`config.mk`:
```
export PLATFORM = sky130hd
export DESIGN_NAME = obt_ctrl
export DESIGN_NICKNAME = d
export VERILOG_FILES = /design/src/hdl/obt_pkg.sv /design/src/hdl/obt_ctrl.sv
export VERILOG_INCLUDE_DIRS = /design/src /design/src/hdl
export SDC_FILE = /design/constraint.sdc
export NUM_CORES = 1
export LEC_CHECK = 0
export BUFFER_PORTS_ARGS = -buffer_cell sky130_fd_sc_hd__buf_2
export CELL_PAD_IN_SITES_DETAIL_PLACEMENT = 1
export CELL_PAD_IN_SITES_GLOBAL_PLACEMENT = 1
export CORE_MARGIN = 2
export CORE_UTILIZATION = 39
export CTS_BUF_LIST = sky130_fd_sc_hd__clkbuf_16
export CTS_CLUSTER_DIAMETER = 150
export CTS_CLUSTER_SIZE = 30
export DETAILED_ROUTE_END_ITERATION = 8
export HOLD_SLACK_MARGIN = 0.15
export PLACE_DENSITY = 0.89
export SLEW_MARGIN = 20
export SYNTH_ARGS = -nofsm -noshare
export SYNTH_HDL_FRONTEND = slang
export SYNTH_SLANG_ARGS = --single-unit
```
`constraint.sdc`:
```
create_clock -name i_clk -period 4.45 [get_ports i_clk]
set_clock_uncertainty 0.1 [all_clocks]
set_input_delay 0.89 -clock i_clk [delete_from_list [all_inputs] [get_ports i_clk]]
set_output_delay 0.89 -clock i_clk [all_outputs]
set_load 0.02 [all_outputs]
```
`src/hdl/order_book_best_price_tracker_assert.svh`:
```
// Assertion macros for the order book best price tracker.
// Used by the controller and the top level; no other dependencies.
`ifndef ORDER_BOOK_BEST_PRICE_TRACKER_ASSERT_SVH
`define ORDER_BOOK_BEST_PRICE_TRACKER_ASSERT_SVH
// property that must hold whenever reset is released
`define OB_ASSERT(label, clk, rst_n, prop, msg) \
    label: assert property (@(posedge clk) disable iff (!rst_n) prop) else $error(msg);
// property checked during reset too
`define OB_ASSERT_ALWAYS(label, clk, prop, msg) \
    label: assert property (@(posedge clk) prop) else $error(msg);
`endif

```
`src/hdl/obt_pkg.sv`:
```
// Package for the order book best price tracker: widths, request/result
// structs, controller/datapath command and status types. No dependencies.
package obt_pkg;
    localparam int ORDER_SLOTS   = 1024;
    localparam int PRICE_LEVELS  = 64;
    localparam int PRICE_BITS    = 16;
    localparam int QUANTITY_BITS = 24;
    localparam int TOTAL_BITS    = 32;
    localparam int SLOT_BITS     = $clog2(ORDER_SLOTS);
    localparam int LEVEL_BITS    = $clog2(PRICE_LEVELS);
    localparam int CNT_BITS      = $clog2(ORDER_SLOTS + PRICE_LEVELS);

    typedef struct packed {
        logic [SLOT_BITS-1:0]     order_number;
        logic                     side_is_bid;
        logic [PRICE_BITS-1:0]    price_ticks;
        logic [QUANTITY_BITS-1:0] order_quantity;
    } t_in;

    typedef struct packed {
        logic                  best_bid_present;
        logic [PRICE_BITS-1:0] best_bid_price;
        logic                  best_ask_present;
        logic [PRICE_BITS-1:0] best_ask_price;
        logic                  level_table_full;
    } t_out;

    typedef struct packed {
        logic clr;       // clear one order table entry after reset
        logic load;      // latch request, start order table read
        logic decode;    // order entry read data valid: set up operation
        logic scan_clr;  // reset scan accumulators
        logic scan_step; // read one level of each side
        logic tot_rd;    // read total of the found level
        logic apply;     // perform update on found/free level and order table
        logic best_clr;
        logic best_step;
    } t_cmd;

    typedef struct packed {
        logic skip;      // cancel of unknown order
    } t_sts;
endpackage

```
`src/hdl/obt_ctrl.sv`:
```
// Controller state machine: sequences order read, level search, update and
// best price scan; owns the handshakes. Depends on obt_pkg and the assert header.
`include "order_book_best_price_tracker_assert.svh"
module obt_ctrl (
    input  logic          i_clk,
    input  logic          i_rst_n,
    input  logic          i_in_valid,
    output logic          o_in_stall,
    output logic          o_out_valid,
    input  logic          i_out_stall,
    input  obt_pkg::t_sts i_sts,
    output obt_pkg::t_cmd o_cmd,
    output logic [obt_pkg::LEVEL_BITS-1:0] o_idx,
    output logic [obt_pkg::SLOT_BITS-1:0]  o_slot
);
    import obt_pkg::*;

    typedef enum logic [3:0] {
        S_CLR, S_IDLE, S_DEC, S_FIND, S_FWAIT, S_TOT, S_APPLY, S_BEST, S_BWAIT, S_OUT
    } t_state;
    t_state r_state;
    logic [CNT_BITS-1:0] r_cnt;
    logic r_out_valid;

    assign o_idx       = r_cnt[LEVEL_BITS-1:0];
    assign o_slot      = r_cnt[SLOT_BITS-1:0];
    assign o_in_stall  = (r_state != S_IDLE);
    assign o_out_valid = r_out_valid;

    always_comb begin
        o_cmd = '0;
        unique case (r_state)
            S_CLR:   o_cmd.clr = 1'b1;
            S_IDLE:  o_cmd.load = i_in_valid;
            S_DEC:   begin o_cmd.decode = 1'b1; o_cmd.scan_clr = 1'b1; end
            S_FIND:  o_cmd.scan_step = 1'b1;
            S_FWAIT: o_cmd = '0;
            S_TOT:   o_cmd.tot_rd = 1'b1;
            S_APPLY: begin o_cmd.apply = 1'b1; o_cmd.best_clr = 1'b1; end
            S_BEST:  o_cmd.best_step = 1'b1;
            S_BWAIT: o_cmd = '0;
            S_OUT:   o_cmd = '0;
            default: o_cmd = '0;
        endcase
    end

    always_ff @(posedge i_clk) begin
        if (!i_rst_n) begin
            r_state     <= S_CLR;
            r_cnt       <= '0;
            r_out_valid <= 1'b0;
        end else begin
            unique case (r_state)
                S_CLR: begin
                    if (r_cnt == CNT_BITS'(ORDER_SLOTS - 1)) begin
                        r_cnt <= '0; r_state <= S_IDLE;
                    end else r_cnt <= r_cnt + 1'b1;
                end
                S_IDLE: if (i_in_valid) r_state <= S_DEC;
                S_DEC: begin
                    r_cnt   <= '0;
                    r_state <= i_sts.skip ? S_IDLE : S_FIND;
                end
                S_FIND: begin
                    if (r_cnt == CNT_BITS'(PRICE_LEVELS - 1)) begin
                        r_cnt <= '0; r_state <= S_FWAIT;
                    end else r_cnt <= r_cnt + 1'b1;
                end
                S_FWAIT: r_state <= S_TOT;
                S_TOT:   r_state <= S_APPLY;
                S_APPLY: r_state <= S_BEST;
                S_BEST: begin
                    if (r_cnt == CNT_BITS'(PRICE_LEVELS - 1)) begin
                        r_cnt <= '0; r_state <= S_BWAIT;
                    end else r_cnt <= r_cnt + 1'b1;
                end
                S_BWAIT: begin
                    r_state <= S_OUT; r_out_valid <= 1'b1;
                end
                S_OUT: if (!i_out_stall) begin
                    r_out_valid <= 1'b0; r_state <= S_IDLE;
                end
                default: r_state <= S_IDLE;
            endcase
        end
    end

    `OB_ASSERT(a_out_only_in_out, i_clk, i_rst_n, r_out_valid |-> r_state == S_OUT, "result outside output state")
    `OB_ASSERT(a_apply_once, i_clk, i_rst_n, o_cmd.apply |=> !o_cmd.apply, "apply repeated")
    `OB_ASSERT(a_load_idle, i_clk, i_rst_n, o_cmd.load |-> !o_in_stall, "load while busy")
endmodule

```
Word level (Yosys, flattened, before mapping)
Index checks and enable logic that the tools add are counted.
{ "word_totals": {"ff_bits": 16, "n_memories": 0, "rom_bits": 0, "ram_bits": 0, "latchBits": 0, "inputBits": 5} }
{ "op_classes": {"bitwise": 0, "n_mul": 0, "muxes": 19, "n_reduce_logical": 6, "addsub": 1, "shift": 0, "n_lt_le_gt_ge": 0, "div_mod_pow": 0, "n_eq_ne": 17} }
{ "op_table": {"columns": ["cell", "n"], "rows": [
  ["4-bit one-hot mux with 10 select lines", 1],
  ["11-bit one-hot mux with 3 select lines", 1],
  ["11-bit 2-to-1 mux", 2],
  ["4-bit 2-to-1 mux", 5],
  ["4-bit by 3-bit == test with 1-bit output, second input constant", 4],
  ["11-bit by 1-bit adder with 11-bit output, second input constant", 1],
  ["11-bit by 10-bit == test with 1-bit output, second input constant", 1],
  ["11-bit by 6-bit == test with 1-bit output, second input constant", 1],
  ["2-bit inequality test, second input constant", 5],
  ["4-bit by 2-bit == test with 1-bit output, second input constant", 2],
  ["4-bit == test, second input constant", 2],
  ["1-bit 2-to-1 mux", 6],
  ["2-bit 2-to-1 mux", 3],
  ["5-bit AND reduction", 1],
  ["4-bit by 1-bit == test with 1-bit output, second input constant", 1],
  ["4-bit zero test", 1],
  ["4-bit by 1-bit inequality test with 1-bit output, second input constant", 1],
  ["3-bit nonzero test", 1],
  ["1-bit one-hot mux with 2 select lines", 1],
  ["2-bit AND reduction", 1],
  ["2-bit nonzero test", 1],
  ["2-bit OR reduction", 1]
]} }

Longest topological paths before layout
{ "depth": {"ltp_word": 3, "mapped_depth": 6, "depth_no_buf": 5} }

Worst setup path before layout
OpenSTA, ideal clock, no wires.
{ "synth_path": {"path_type": "register to output", "from": "reg r_state[0]", "to": "out o_cmd[6] in the netlist's numbering", "path_slack_ns": 2.083, "path_stages_with_launch": 5, "n_path_buf": 2, "arrival_time_ns": 1.377, "path_cell_list": "dfxtp_1 buf_2 nand2b_1 nor3_1 buf_4"} }
{ "synth_lines": {"columns": ["element", "line", "text"], "rows": [
  ["start, declared", "obt_ctrl.sv:21", "t_state r_state;"],
  ["start signal, assigned", "obt_ctrl.sv:62", "r_state <= i_sts.skip ? S_IDLE : S_FIND;"],
  ["end, declared", "obt_ctrl.sv:12", "output obt_pkg::t_cmd o_cmd,"]
]} }

==> flow_summary.toml <==
[worst_setup_path]
timing.rr.end = "r_cnt[5]"
path_buf_inv = 1
critPathSlowestCell = "dfxtp_1"
path_class = "register to primary output"
path_cells = "nand2_1 -> nor3_1 -> buf_2"
crit-reg2reg-launch = "r_state[3]"
cp_max_fo = 12
startpoint_type = "register"
critical_path.startpoint = "r_state[0]"
endpoint = "o_cmd[4]"
reg2regPathDepth = 4
cp.arrival_ns = 1.71
worst-path-stages = 3
critPathTopFamily = "simple AND/OR/NAND/NOR gates"
rrSetupSlack_ns = 2.29
critical_path.endpoint_type = "primary output"
required_ns = 3.46
slowest_delay_ns = 0.55

[pwr]
switching_share = 0.2267
p_int_uw = 272.3
seqPwrFrac = 0.429
p_comb_frac = 0.062
peakVddDrop_mv = 0.1499
clkPwrFrac = 0.508
p_per_area_mw_per_mm2 = 291.9
total_power_uw = 352.1
switchingPower_uw = 79.82
cellLeakagePower_nw = 0.4864

[global_routing]
grt_max_degree = 17
grt_pass1_vias = 978
grt_pass1_wl_um = 5147
track_usage = 0.2044
antenna_found_initial = 0
grtUsageMet3 = 0.02041
busiest_layer = "met2"
grt_overflow_total = 0
globalRouteMet2Util = 0.3474
use_met1 = 0.2650

[sta]
hold_viol = 0
fmax_ghz = 0.3702
period_share = 0.6071
final_max_slew_viol_count = 0
timing.final.ws_setup_ns = 1.748
rsz0062_at_grt = "false"
finalCriticalPeriod_ns = 2.702
worstMarginPinSlew_ns = 0.6231
relSlewSlack = 0.5739
hold_ws_ns = 0.3897
finalSetupTns_ns = 0
setup_viol = 0

[synthesis]
synth-edff-count = 0
synth_ff_type = "dfxtp_1"
synth_cell_types = 41
seq_area_frac_synth = 0.2883
syn_nets = 144
yosysTopAreaCell = "dfxtp_1"
synth_seq_cells = 16
synth_top_cell_area_share = 0.2883
synth_area_sq_mm = 0.001111
ys_warn_count = 0
synthTopCellsByArea = "dfxtp_1 29%, buf_4 12%, xnor2_1 5.5%"
syn_avg_cell_area_sq_um = 8.051
async_flop_share = 0
syn_inst = 138

[clock_network]
cts_tree = "done"
cts_hold_buf = 0
cts_made_buffers = 3
cts_max_path_buffers = 2
cts_setup_buffers = 0
htree_levels = 1
clkLatencyLatePin_ns = 0.25
cts_root_buffer = "clkbuf_16"
cts_sinks = 16
ctsResizeCount = 0
cts.clk_slew.worst_paths_ns = 0.05

[floorplan]
start_util = 0.4064
coreArea_sq_mm = 0.002734
die_w_um = 57.38
dieHeight_um = 57.38
row_count = 19
dieArea_sq_mm = 0.003292
ios = 32

[route]
dr.pass1.iters = 4
vias_per_cell = 5.994
remaining_drc_errors = 0
wl_per_cell_um = 18.47
wirelength_um = 3270
final_antenna_net_count = 0
routed-via-count = 1061
drt_iter0_markers = 33

[place]
portBuffers = 31
placed_cells = 174
hpwlAfterDp_um = 2279
place_ws_ns = 2.138
place.gp.congestion = 0.8980

[final_layout]
nets = 154
syn_to_final_growth_pct = 8.559
num_antenna_cells = 0
mostFrequentLayoutCells = "31 x buf_2, 16 x dfxtp_1, 14 x nor2_1"
final_common_cell = "buf_2"
fin_cells = 177
layout-drive-gt1-share = 0.2808

[flow_run]
maxCapViolCount = 0

[hold_path]
hp-class = "register to register"

[status]
outcome = "finished clean"
-- cell type report --
cell class | count | area [sq um]
Clock buffer | 3 | 75.07
Fill cell | 342 | 1528
Inverter | 7 | 26.28
Multi-Input combinational cell | 89 | 590.6
Sequential cell | 16 | 320.3
Tap cell | 31 | 38.79
Timing Repair Buffer | 31 | 155.1
-- state kept, by name (all words and copies together) (netlist names) --
signal / cells
r_cnt: 11
r_state: 4
o_out_valid: 1
-- kinds of logic (layout without fill, tap and decap cells) --
| logic type | Yosys count | after routing | share of synthesized area |
|---|---|---|---|
| AOI/OAI and AO/OA | 28 | 28 | 0.2016 |
| xor gates and xnor gates | 7 | 7 | 0.05518 |
| adders and majority gates | 1 | 1 | 0.01126 |
| buffers and inverters | 33 | 41 | 0.1802 |
| DFF | 16 | 16 | 0.2883 |
| muxes | 1 | 1 | 0.009009 |
| and+or+nand+nor | 52 | 52 | 0.2545 |
-- through the flow --
stage | cell area (sq um) | utilization
after floorplan | 1111 | -
after detailed placement | 1131 | 0.4137
after CTS | 1206 | 0.4412
after global routing | 1206 | 0.4412
final | 1206 | 0.4412
after global placement | 1131 | 0.4137
-- metal layers --
metal,up-vias,part of all wire,wire length (um)
met5,-,0,0
met4,0,0.020,65
met3,8,0.025,83
met2,25,0.51,1677
met1,531,0.44,1443
li1,497,-,-
-- power by group through the flow --
stage / logic [mW] / clock network, mW / registers, mW
finish: 0.0219 / 0.179 / 0.151
global route: 0.0238 / 0.185 / 0.152
CTS: 0.0220 / 0.179 / 0.151
detailed placement: 0.0220 / 0 / 0.154
global placement: 0.0214 / 0 / 0.154
floorplan: 0.0216 / 0 / 0.152
-- synthesized netlist by cell type, drive strengths merged, types with 2 or more instances --
cell type	instances
a2111oi	3
a211oi	4
a21oi	6
a31oi	2
and3	3
buf	21
clkbuf	5
dfxtp	16
inv	7
nand2	6
nand2b	2
nand3	3
nand4	5
nor2	14
nor3	7
o2111a	2
o211ai	2
o21ai	4
or2	2
or4	4
xnor2	7
-- worst min-delay path: cells and delay by family, from the launching register on --
family | cells | cell delay [ns]
DFF | 1 | 0.30
AOI/OAI and AO/OA | 2 | 0.14
-- worst min path at each step --
stage	startpoint	end	slack, ns	cells after the start
4_1_cts	o_out_valid	o_out_valid	0.40	2
2_1_floorplan	r_cnt[10]	r_cnt[10]	0.41	2
3_3_place_gp	o_out_valid	o_out_valid	0.37	2
3_5_place_dp	o_out_valid	o_out_valid	0.39	2
5_1_grt	o_out_valid	o_out_valid	0.43	2
6_report	o_out_valid	o_out_valid	0.39	2
No activity file was read; power rests on OpenSTA's default activity.
